File: src/sv/afp_pkg.sv
`timescale 1ns / 1ps
// afp_pkg: types, character codes, tag codes and digit limits
// for the anemometer field parser. No dependencies.
package afp_pkg;

    localparam int MAX_DIGITS = 9;
    localparam int EFF_LO     = (MAX_DIGITS < 1) ? 1 : MAX_DIGITS;
    localparam int EFF_DIGITS = (EFF_LO > 9) ? 9 : EFF_LO;

    localparam int MAG_W  = 30;
    localparam int MANT_W = 31;

    typedef enum logic [2:0] {
        PH_IDLE = 3'd0,
        PH_SKIP = 3'd1,
        PH_PSEL = 3'd2,
        PH_LEAD = 3'd3,
        PH_BODY = 3'd4
    } phase_t;

    localparam logic [3:0] TAG_SPEED    = 4'd0;
    localparam logic [3:0] TAG_DIR      = 4'd1;
    localparam logic [3:0] TAG_U        = 4'd2;
    localparam logic [3:0] TAG_V        = 4'd3;
    localparam logic [3:0] TAG_W        = 4'd4;
    localparam logic [3:0] TAG_TEMP     = 4'd5;
    localparam logic [3:0] TAG_HUMIDITY = 4'd6;
    localparam logic [3:0] TAG_PRESSURE = 4'd7;
    localparam logic [3:0] TAG_PITCH    = 4'd8;
    localparam logic [3:0] TAG_ROLL     = 4'd9;
    localparam logic [3:0] TAG_MAGDIR   = 4'd10;
    localparam logic [3:0] TAG_P        = 4'd14;
    localparam logic [3:0] TAG_NONE     = 4'd15;

    localparam logic [7:0] CH_S     = 8'h53;
    localparam logic [7:0] CH_D     = 8'h44;
    localparam logic [7:0] CH_U     = 8'h55;
    localparam logic [7:0] CH_V     = 8'h56;
    localparam logic [7:0] CH_W     = 8'h57;
    localparam logic [7:0] CH_T     = 8'h54;
    localparam logic [7:0] CH_H     = 8'h48;
    localparam logic [7:0] CH_P     = 8'h50;
    localparam logic [7:0] CH_I     = 8'h49;
    localparam logic [7:0] CH_R     = 8'h52;
    localparam logic [7:0] CH_M     = 8'h4D;
    localparam logic [7:0] CH_O     = 8'h4F;
    localparam logic [7:0] CH_SPACE = 8'h20;
    localparam logic [7:0] CH_TAB   = 8'h09;
    localparam logic [7:0] CH_CR    = 8'h0D;
    localparam logic [7:0] CH_ZERO  = 8'h30;
    localparam logic [7:0] CH_NINE  = 8'h39;
    localparam logic [7:0] CH_DOT   = 8'h2E;
    localparam logic [7:0] CH_MINUS = 8'h2D;
    localparam logic [7:0] CH_PLUS  = 8'h2B;

    function automatic logic [MAG_W-1:0] digit_limit_f();
        logic [MAG_W-1:0] v;
        v = MAG_W'(1);
        for (int i = 0; i < EFF_DIGITS; i++)
        begin
            v = MAG_W'(v * 10);
        end
        return v - 1'b1;
    endfunction

    localparam logic [MAG_W-1:0] DIGIT_LIMIT = digit_limit_f();
    localparam logic [3:0]       DIGIT_MAX   = 4'(EFF_DIGITS);

    function automatic logic is_ws(input logic [7:0] c);
        return (c == CH_SPACE) || ((c >= CH_TAB) && (c <= CH_CR));
    endfunction

    function automatic logic is_digit(input logic [7:0] c);
        return (c >= CH_ZERO) && (c <= CH_NINE);
    endfunction

    function automatic logic is_tag_byte(input logic [7:0] c);
        return !is_ws(c) && !is_digit(c) && (c != CH_DOT) && (c != CH_MINUS);
    endfunction

    function automatic logic [3:0] tag_of(input logic [7:0] c);
        logic [3:0] t;
        case (c)
            CH_S:    t = TAG_SPEED;
            CH_D:    t = TAG_DIR;
            CH_U:    t = TAG_U;
            CH_V:    t = TAG_V;
            CH_W:    t = TAG_W;
            CH_T:    t = TAG_TEMP;
            CH_H:    t = TAG_HUMIDITY;
            CH_R:    t = TAG_ROLL;
            CH_M:    t = TAG_MAGDIR;
            CH_P:    t = TAG_P;
            default: t = TAG_NONE;
        endcase
        return t;
    endfunction

endpackage

File: src/sv/anemometer_field_parser_unit.sv
`timescale 1ns / 1ps
// anemometer_field_parser_unit: byte-wise parser of tagged decimal fields.
// Depends on afp_pkg.
//
//   channel | handshake         | words
//   --------+-------------------+------------------------------------------
//   input   | in_valid/in_ready | char_byte, last_byte
//   output  | out_valid/ready   | field_valid, field_id, value_mantissa,
//           |                   | fraction_digits, value_overflow,
//           |                   | sentence_end
//
// One byte per cycle sustained while the output is not stalled; the result word for a byte
// is written after the byte passes the input register and then the parse step.
// The parse step advances whenever the input register holds a byte and the result register is empty or drained.
// A stalled output holds the input register and so drops in_ready.
// Reset returns the parser to idle with cleared accumulators.
module anemometer_field_parser_unit
(
    input  logic                           clk,
    input  logic                           rst_n,
    input  logic                           in_valid,
    output logic                           in_ready,
    input  logic [7:0]                     char_byte,
    input  logic                           last_byte,
    output logic                           out_valid,
    input  logic                           out_ready,
    output logic                           field_valid,
    output logic [3:0]                     field_id,
    output logic signed [afp_pkg::MANT_W-1:0] value_mantissa,
    output logic [3:0]                     fraction_digits,
    output logic                           value_overflow,
    output logic                           sentence_end
);
    import afp_pkg::*;

    logic             in_valid_reg;
    logic [7:0]       char_reg;
    logic             last_reg;
    logic             advance;

    phase_t           phase_reg, phase_next;
    logic [3:0]       tag_reg, tag_next;
    logic [MAG_W-1:0] mag_reg, mag_next;
    logic             neg_reg, neg_next;
    logic             point_reg, point_next;
    logic [3:0]       frac_reg, frac_next;
    logic [3:0]       count_reg, count_next;
    logic             sat_reg, sat_next;

    logic             emit;
    logic             do_idle;
    logic             tag_load;
    logic [3:0]       tag_val;
    logic             num_clear;
    logic             sign_load;
    logic             point_set;
    logic             digit_take;

    logic [MAG_W-1:0] mag_step;
    logic             neg_step;
    logic             point_step;
    logic [3:0]       frac_step;
    logic [3:0]       count_step;
    logic             sat_step;
    logic [3:0]       digit;
    logic [MAG_W-1:0] mag_times_ten;
    logic [MAG_W-1:0] signed_mag;

    logic             out_valid_reg;
    logic             fvalid_reg;
    logic [3:0]       fid_reg;
    logic [MANT_W-1:0] mant_reg;
    logic [3:0]       fdig_reg;
    logic             ovf_reg;
    logic             send_reg;

    assign advance  = in_valid_reg && (!out_valid_reg || out_ready);
    assign in_ready = !in_valid_reg || advance;

    always_ff @(posedge clk or negedge rst_n)
    begin
        if (!rst_n)
        begin
            in_valid_reg <= 1'b0;
        end
        else if (in_ready)
        begin
            in_valid_reg <= in_valid;
        end
    end

    always_ff @(posedge clk)
    begin
        if (in_valid && in_ready)
        begin
            char_reg <= char_byte;
            last_reg <= last_byte;
        end
    end

    // next phase and per-byte actions
    always_comb
    begin
        phase_next = phase_reg;
        emit       = 1'b0;
        do_idle    = 1'b0;
        tag_load   = 1'b0;
        tag_val    = tag_reg;
        num_clear  = 1'b0;
        sign_load  = 1'b0;
        point_set  = 1'b0;
        digit_take = 1'b0;
        unique case (phase_reg)
            PH_SKIP:
            begin
                phase_next = PH_LEAD;
            end
            PH_PSEL:
            begin
                if (char_reg == CH_I)
                begin
                    tag_load   = 1'b1;
                    tag_val    = TAG_PITCH;
                    phase_next = PH_LEAD;
                end
                else if (char_reg == CH_SPACE)
                begin
                    tag_load   = 1'b1;
                    tag_val    = TAG_PRESSURE;
                    phase_next = PH_LEAD;
                end
                else
                begin
                    do_idle = 1'b1;
                end
            end
            PH_LEAD:
            begin
                if (is_ws(char_reg))
                begin
                    phase_next = PH_LEAD;
                end
                else if ((char_reg == CH_PLUS) || (char_reg == CH_MINUS))
                begin
                    sign_load  = 1'b1;
                    phase_next = PH_BODY;
                end
                else if (is_digit(char_reg))
                begin
                    digit_take = 1'b1;
                    phase_next = PH_BODY;
                end
                else if (char_reg == CH_DOT)
                begin
                    point_set  = 1'b1;
                    phase_next = PH_BODY;
                end
                else
                begin
                    emit       = 1'b1;
                    phase_next = PH_IDLE;
                end
            end
            PH_BODY:
            begin
                if (is_digit(char_reg))
                begin
                    digit_take = 1'b1;
                end
                else if ((char_reg == CH_DOT) && !point_reg)
                begin
                    point_set = 1'b1;
                end
                else
                begin
                    emit       = 1'b1;
                    phase_next = PH_IDLE;
                end
            end
            default:
            begin
                do_idle = 1'b1;
            end
        endcase

        if (do_idle)
        begin
            phase_next = PH_IDLE;
            if (is_tag_byte(char_reg))
            begin
                if (tag_of(char_reg) <= TAG_MAGDIR)
                begin
                    tag_load   = 1'b1;
                    tag_val    = tag_of(char_reg);
                    num_clear  = 1'b1;
                    phase_next = PH_SKIP;
                end
                else if (tag_of(char_reg) == TAG_P)
                begin
                    num_clear  = 1'b1;
                    phase_next = PH_PSEL;
                end
            end
        end

        if (last_reg && ((phase_next == PH_LEAD) || (phase_next == PH_BODY)))
        begin
            emit = 1'b1;
        end
    end

    assign digit         = char_reg[3:0];
    assign mag_times_ten = {mag_reg[MAG_W-4:0], 3'b000} + {mag_reg[MAG_W-2:0], 1'b0};

    // accumulator update for one byte
    always_comb
    begin
        mag_step   = mag_reg;
        neg_step   = neg_reg;
        point_step = point_reg;
        frac_step  = frac_reg;
        count_step = count_reg;
        sat_step   = sat_reg;
        if (num_clear)
        begin
            mag_step   = '0;
            neg_step   = 1'b0;
            point_step = 1'b0;
            frac_step  = '0;
            count_step = '0;
            sat_step   = 1'b0;
        end
        if (sign_load)
        begin
            neg_step = (char_reg == CH_MINUS);
        end
        if (point_set)
        begin
            point_step = 1'b1;
        end
        if (digit_take)
        begin
            if (!point_reg && (mag_reg == '0) && (digit == 4'd0))
            begin
                mag_step = mag_reg;
            end
            else if (count_reg >= DIGIT_MAX)
            begin
                mag_step = DIGIT_LIMIT;
                sat_step = 1'b1;
            end
            else if (!sat_reg)
            begin
                mag_step   = mag_times_ten + {{(MAG_W-4){1'b0}}, digit};
                count_step = count_reg + 4'd1;
                if (point_reg)
                begin
                    frac_step = frac_reg + 4'd1;
                end
            end
        end

        tag_next = tag_load ? tag_val : tag_reg;
        if (last_reg)
        begin
            mag_next   = '0;
            neg_next   = 1'b0;
            point_next = 1'b0;
            frac_next  = '0;
            count_next = '0;
            sat_next   = 1'b0;
        end
        else
        begin
            mag_next   = mag_step;
            neg_next   = neg_step;
            point_next = point_step;
            frac_next  = frac_step;
            count_next = count_step;
            sat_next   = sat_step;
        end
    end

    assign signed_mag = neg_step ? (MAG_W'(0) - mag_step) : mag_step;

    always_ff @(posedge clk or negedge rst_n)
    begin
        if (!rst_n)
        begin
            phase_reg <= PH_IDLE;
            tag_reg   <= '0;
            mag_reg   <= '0;
            neg_reg   <= 1'b0;
            point_reg <= 1'b0;
            frac_reg  <= '0;
            count_reg <= '0;
            sat_reg   <= 1'b0;
        end
        else if (advance)
        begin
            phase_reg <= last_reg ? PH_IDLE : phase_next;
            tag_reg   <= tag_next;
            mag_reg   <= mag_next;
            neg_reg   <= neg_next;
            point_reg <= point_next;
            frac_reg  <= frac_next;
            count_reg <= count_next;
            sat_reg   <= sat_next;
        end
    end

    always_ff @(posedge clk or negedge rst_n)
    begin
        if (!rst_n)
        begin
            out_valid_reg <= 1'b0;
        end
        else if (advance)
        begin
            out_valid_reg <= emit || last_reg;
        end
        else if (out_ready)
        begin
            out_valid_reg <= 1'b0;
        end
    end

    always_ff @(posedge clk)
    begin
        if (advance)
        begin
            fvalid_reg <= emit;
            fid_reg    <= emit ? tag_next : 4'd0;
            mant_reg   <= emit ? {neg_step && (mag_step != '0), signed_mag} : '0;
            fdig_reg   <= emit ? frac_step : 4'd0;
            ovf_reg    <= emit && sat_step;
            send_reg   <= last_reg;
        end
    end

    assign out_valid       = out_valid_reg;
    assign field_valid     = fvalid_reg;
    assign field_id        = fid_reg;
    assign value_mantissa  = mant_reg;
    assign fraction_digits = fdig_reg;
    assign value_overflow  = ovf_reg;
    assign sentence_end    = send_reg;

endmodule

File: config.mk
export PLATFORM = sky130hd
export DESIGN_NAME = anemometer_field_parser_unit
export DESIGN_NICKNAME = d
export VERILOG_FILES = /design/src/sv/afp_pkg.sv /design/src/sv/anemometer_field_parser_unit.sv
export SDC_FILE = /design/constraint.sdc
export NUM_CORES = 1
export LEC_CHECK = 0
export ABC_CLOCK_PERIOD_IN_PS = 6300
export BUFFER_PORTS_ARGS = -buffer_cell sky130_fd_sc_hd__buf_2
export CORE_MARGIN = 5
export CORE_UTILIZATION = 50
export CTS_CLUSTER_SIZE = 20
export DETAILED_ROUTE_END_ITERATION = 10
export PLACE_DENSITY_LB_ADDON = 0.25
export SYNTH_ARGS = -nofsm -noshare
export SYNTH_HDL_FRONTEND = slang
export SYNTH_SLANG_ARGS = --single-unit
File: constraint.sdc
create_clock -name clk -period 6.3 [get_ports clk]
set_clock_uncertainty 0.15 [all_clocks]
set_input_delay 1.26 -clock clk [delete_from_list [all_inputs] [get_ports clk]]
set_output_delay 1.26 -clock clk [all_outputs]
set_load 0.01 [all_outputs]
==> impl_summary.log <==
[metrics] post-route cell area: 0.00836 sq mm
[metrics] IO Port Bufs: 56
[metrics] RSZ-0062 raised after global routing: false
[metrics] Overflow after GRT: 0
[metrics] routability congestion estimate from global placement: 0.909
[metrics] area fraction of the dominant cell type after synthesis: between 20 and 25%
[metrics] I/O pins: 57
[metrics] average wire length per cell after detail routing: 18.2 um
[metrics] sequential share of power: 48.9%
[metrics] Post-Syn Instances: ~820
[metrics] Leakage: 3.61 nW
[metrics] largest net degree at the start of global routing: 51
[metrics] aggregate global-route resource usage: 21.5%
[metrics] crit path kind: flop to flop
[metrics] launching element type of the critical path: flop
[metrics] number of pins with negative max-slew slack in the final report: 0
[metrics] post-cts gate resize count: 0
[metrics] Syn Area/Cell: 9.23 sq um
[metrics] Distinct cells, synth: 94
[metrics] Peak supply drop: 143 uV
[metrics] post-synthesis sequential element count: 101
[metrics] vias in the first global route: ~5900
[metrics] most used flip-flop cell after synthesis: edfxtp_1
[metrics] number of nets with antenna violations after detailed routing: 0
[metrics] switching component of the power: around 400 uW
[metrics] fraction of layout instances using a drive strength above 1: 14.4%
[metrics] worst hold-check slack: roughly 0.33 ns
[metrics] Total Neg Setup Slack: 0 ns
[metrics] synthesized area: 0.00760 sq mm
[metrics] wire length of the first global-routing pass: roughly 31 mm
[metrics] Cell Int Power: 1.15 mW
[metrics] fin crit share: 77.0%
[metrics] synth cell count leaders: nor2_1, nand2_1, o21ai_0
[metrics] final standard cell utilization of the core: 55.6%
[metrics] kind of capture point of the worst setup path: flop
[metrics] total nets after synthesis: 897
[metrics] count of TritonRoute iterations in the first routing pass: 7
[metrics] most frequently used cell type in the post-synthesis netlist: nor2_1
[metrics] Clk pwr share: 40.2%
[metrics] post-layout minimum cycle time: 4.85 ns
[metrics] register area share after synthesis: 36.6%
[metrics] count of hold-fix buffers inserted at cts: 0
[metrics] drt first-iter violations: 519
[metrics] maximum buffer depth of the clock tree: 2
[metrics] number of violations of the max-capacitance limit: 0
[metrics] latest clock arrival within the worst-skew pair: 0.36 ns
[metrics] signed area change from the synthesized netlist to the final layout: 10.1%
[metrics] flip-flop count of the largest register, all copies and words added: 31
[metrics] top achievable clock speed: approximately 210 MHz
[metrics] TritonCTS clock tree: built
[metrics] detailed-route vias per instance: 6.23
[metrics] worst min path class: flop to flop
[metrics] actual transition at the worst max-transition pin: approximately 0.80 ns
[metrics] total of warnings raised by yosys: 0
[metrics] top cells by area, synth: edfxtp_1, dfrtp_1, ha_1
[metrics] largest area contributor in the synthesized netlist: edfxtp_1
[metrics] Critical Path AT: 4.80 ns
[metrics] initial antenna violation count: 0
[metrics] total power: 1.55 mW
[metrics] highest-delay cell along the critical path: edfxtp_1
[metrics] Die H: ~130 um
[metrics] DP Area: 0.00804 sq mm
[metrics] number of rows created at floorplan: between 40 and 50
[metrics] Rel. slew slack: 46.3%
[metrics] list of cells traversed by the critical path: ha_1 -> ha_1 -> inv_1 -> fa_1 -> nor2b_1 -> o2111ai_1 -> a21boi_1 -> o211ai_4 -> a22o_1 -> a221oi_2 -> and4_4 -> nand4_1 -> o41ai_2 -> xor2_1 -> nor2_1
[metrics] initial core utilization: between 50% and 60%
[metrics] TritonCTS Sinks: 101
[metrics] antenna diode count: 0
[metrics] final number of setup-violating endpoints: 0
[metrics] via count: around 6600
[metrics] wire length reported by the detailed router: 19.3 mm
[metrics] cell repeated most along the worst path: ha_1
[metrics] number of enable flip-flop cells after synthesis: 51
[metrics] clock transition at the registers of the reported paths: 0.07 ns
[metrics] Clock Root Buffer: clkbuf_16
[metrics] H-tree Lvls: 3
[metrics] Final Hold Fails: 0
[metrics] area of the die: 0.0178 sq mm
[metrics] number of buffers created by CTS: 9
[metrics] maximum fanout encountered on the critical timing path: 25
[metrics] Layout fillers: 1324
[metrics] relative contribution of combinational cells to total power: 10.9%
[metrics] Detailed Place HPWL: about 14 mm
[metrics] delay of the slowest critical-path stage: between 0.8 and 0.9 ns
[metrics] drt drc: 0
[metrics] async set or reset register ratio after synthesis: 49.5%
[metrics] power per unit of standard cell area: 185 mW/mm^2
[metrics] final-stage net count: 941
[metrics] post-CTS setup-driven buffer insertion count: 0
[metrics] placeable core region: 0.0150 sq mm
[metrics] Switching Fraction: between 20% and 30%
[metrics] worst endpoint required time: between 6 and 7 ns
[metrics] Die Wd: 133 um
[metrics] status: completed
==> critical path, delay by kind of cell, from the launching register on <==
kind / cells / cell delay [ns]
AOI/OAI and AO/OA: 6 / 1.65
and+or+nand+nor: 4 / 0.87
DFF: 1 / 0.85
adders and majority gates: 3 / 0.82
xor gates and xnor gates: 1 / 0.18
buffers and inverters: 1 / 0.06
==> worst paths after layout <==
kind                                  start  depth (start not counted)  slack, ns            endpoint
worst max register to register  char_reg[1]                         15       1.45  value_mantissa[26]
max in group asynchronous             rst_n                          2       4.66         mag_reg[23]
worst min-delay path             tag_reg[1]                          2       0.33          tag_reg[1]
worst max-delay path            char_reg[1]                         15       1.45  value_mantissa[26]
worst min register to register   tag_reg[1]                          2       0.33          tag_reg[1]
min in group asynchronous             rst_n                          2       0.87        phase_reg[2]
==> cell families after synthesis <==
logic type | after synthesis | synth area share, %
xor gates and xnor gates | 49 | 5.65
DFF | 101 | 36.6
buffers and inverters | 55 | 3.03
AOI/OAI and AO/OA | 262 | 24.0
and+or+nand+nor | 290 | 19.7
adders and majority gates | 61 | 10.2
muxes | 5 | 0.758
==> power groups by stage <==
stage	Clock (mW)	Sequential, mW	Combinational (mW)
after floorplan	0	0.774	0.102
after global placement	0	0.771	0.166
after detailed placement	0	0.772	0.167
after CTS	0.624	0.758	0.168
after global routing	0.648	0.763	0.186
final	0.622	0.758	0.169
==> routing by layer <==
metal  part of all wire (%)  wire (um)  GRT usage, %  vias up
met3                    8.1       1560          4.00       32
li1                       -          -             -     3181
met4                    2.0        388          5.43        0
met1                     49       9450          33.9     3105
met2                     41       7910          30.3      286
met5                      0          0             0        -
==> final cells by class <==
class	count	area [sq um]	area share [%]
well taps	188	235	2.81
flip-flops and latches	101	2780	33.3
multi-input cells	667	4580	54.8
clock inverters	4	77.6	0.927
repair buffers	66	355	4.25
inverters	22	82.6	0.987
clock buffers	12	246	2.95
==> stage by stage <==
step                      std cells  setup WS (ns)
after floorplan                 823           2.05
after global placement         1044           1.65
after detailed placement       1044           1.54
after CTS                      1060           1.49
after global routing           1060           1.11
final                          1060           1.45
==> placed cells by master, fill, tap and decap left out, types with 5 or more instances in the layout <==
master	instances
nor2_1	85
nand2_1	82
o21ai_0	70
ha_1	59
buf_2	56
a21oi_1	53
edfxtp_1	51
dfrtp_1	50
xnor2_1	26
xor2_1	23
nor3_1	22
nand3_1	22
inv_1	21
a22o_1	15
a31oi_1	13
a21o_1	11
nor4_1	10
buf_4	10
clkbuf_16	9
nand4_1	8
o221ai_1	8
nand2b_1	8
and2_1	7
o21a_1	7
o211ai_1	7
nor2b_1	6
o21ai_1	6
and3_1	6
o22ai_1	6
o31ai_1	5
Note: power is estimated with default switching activity, not from simulation.
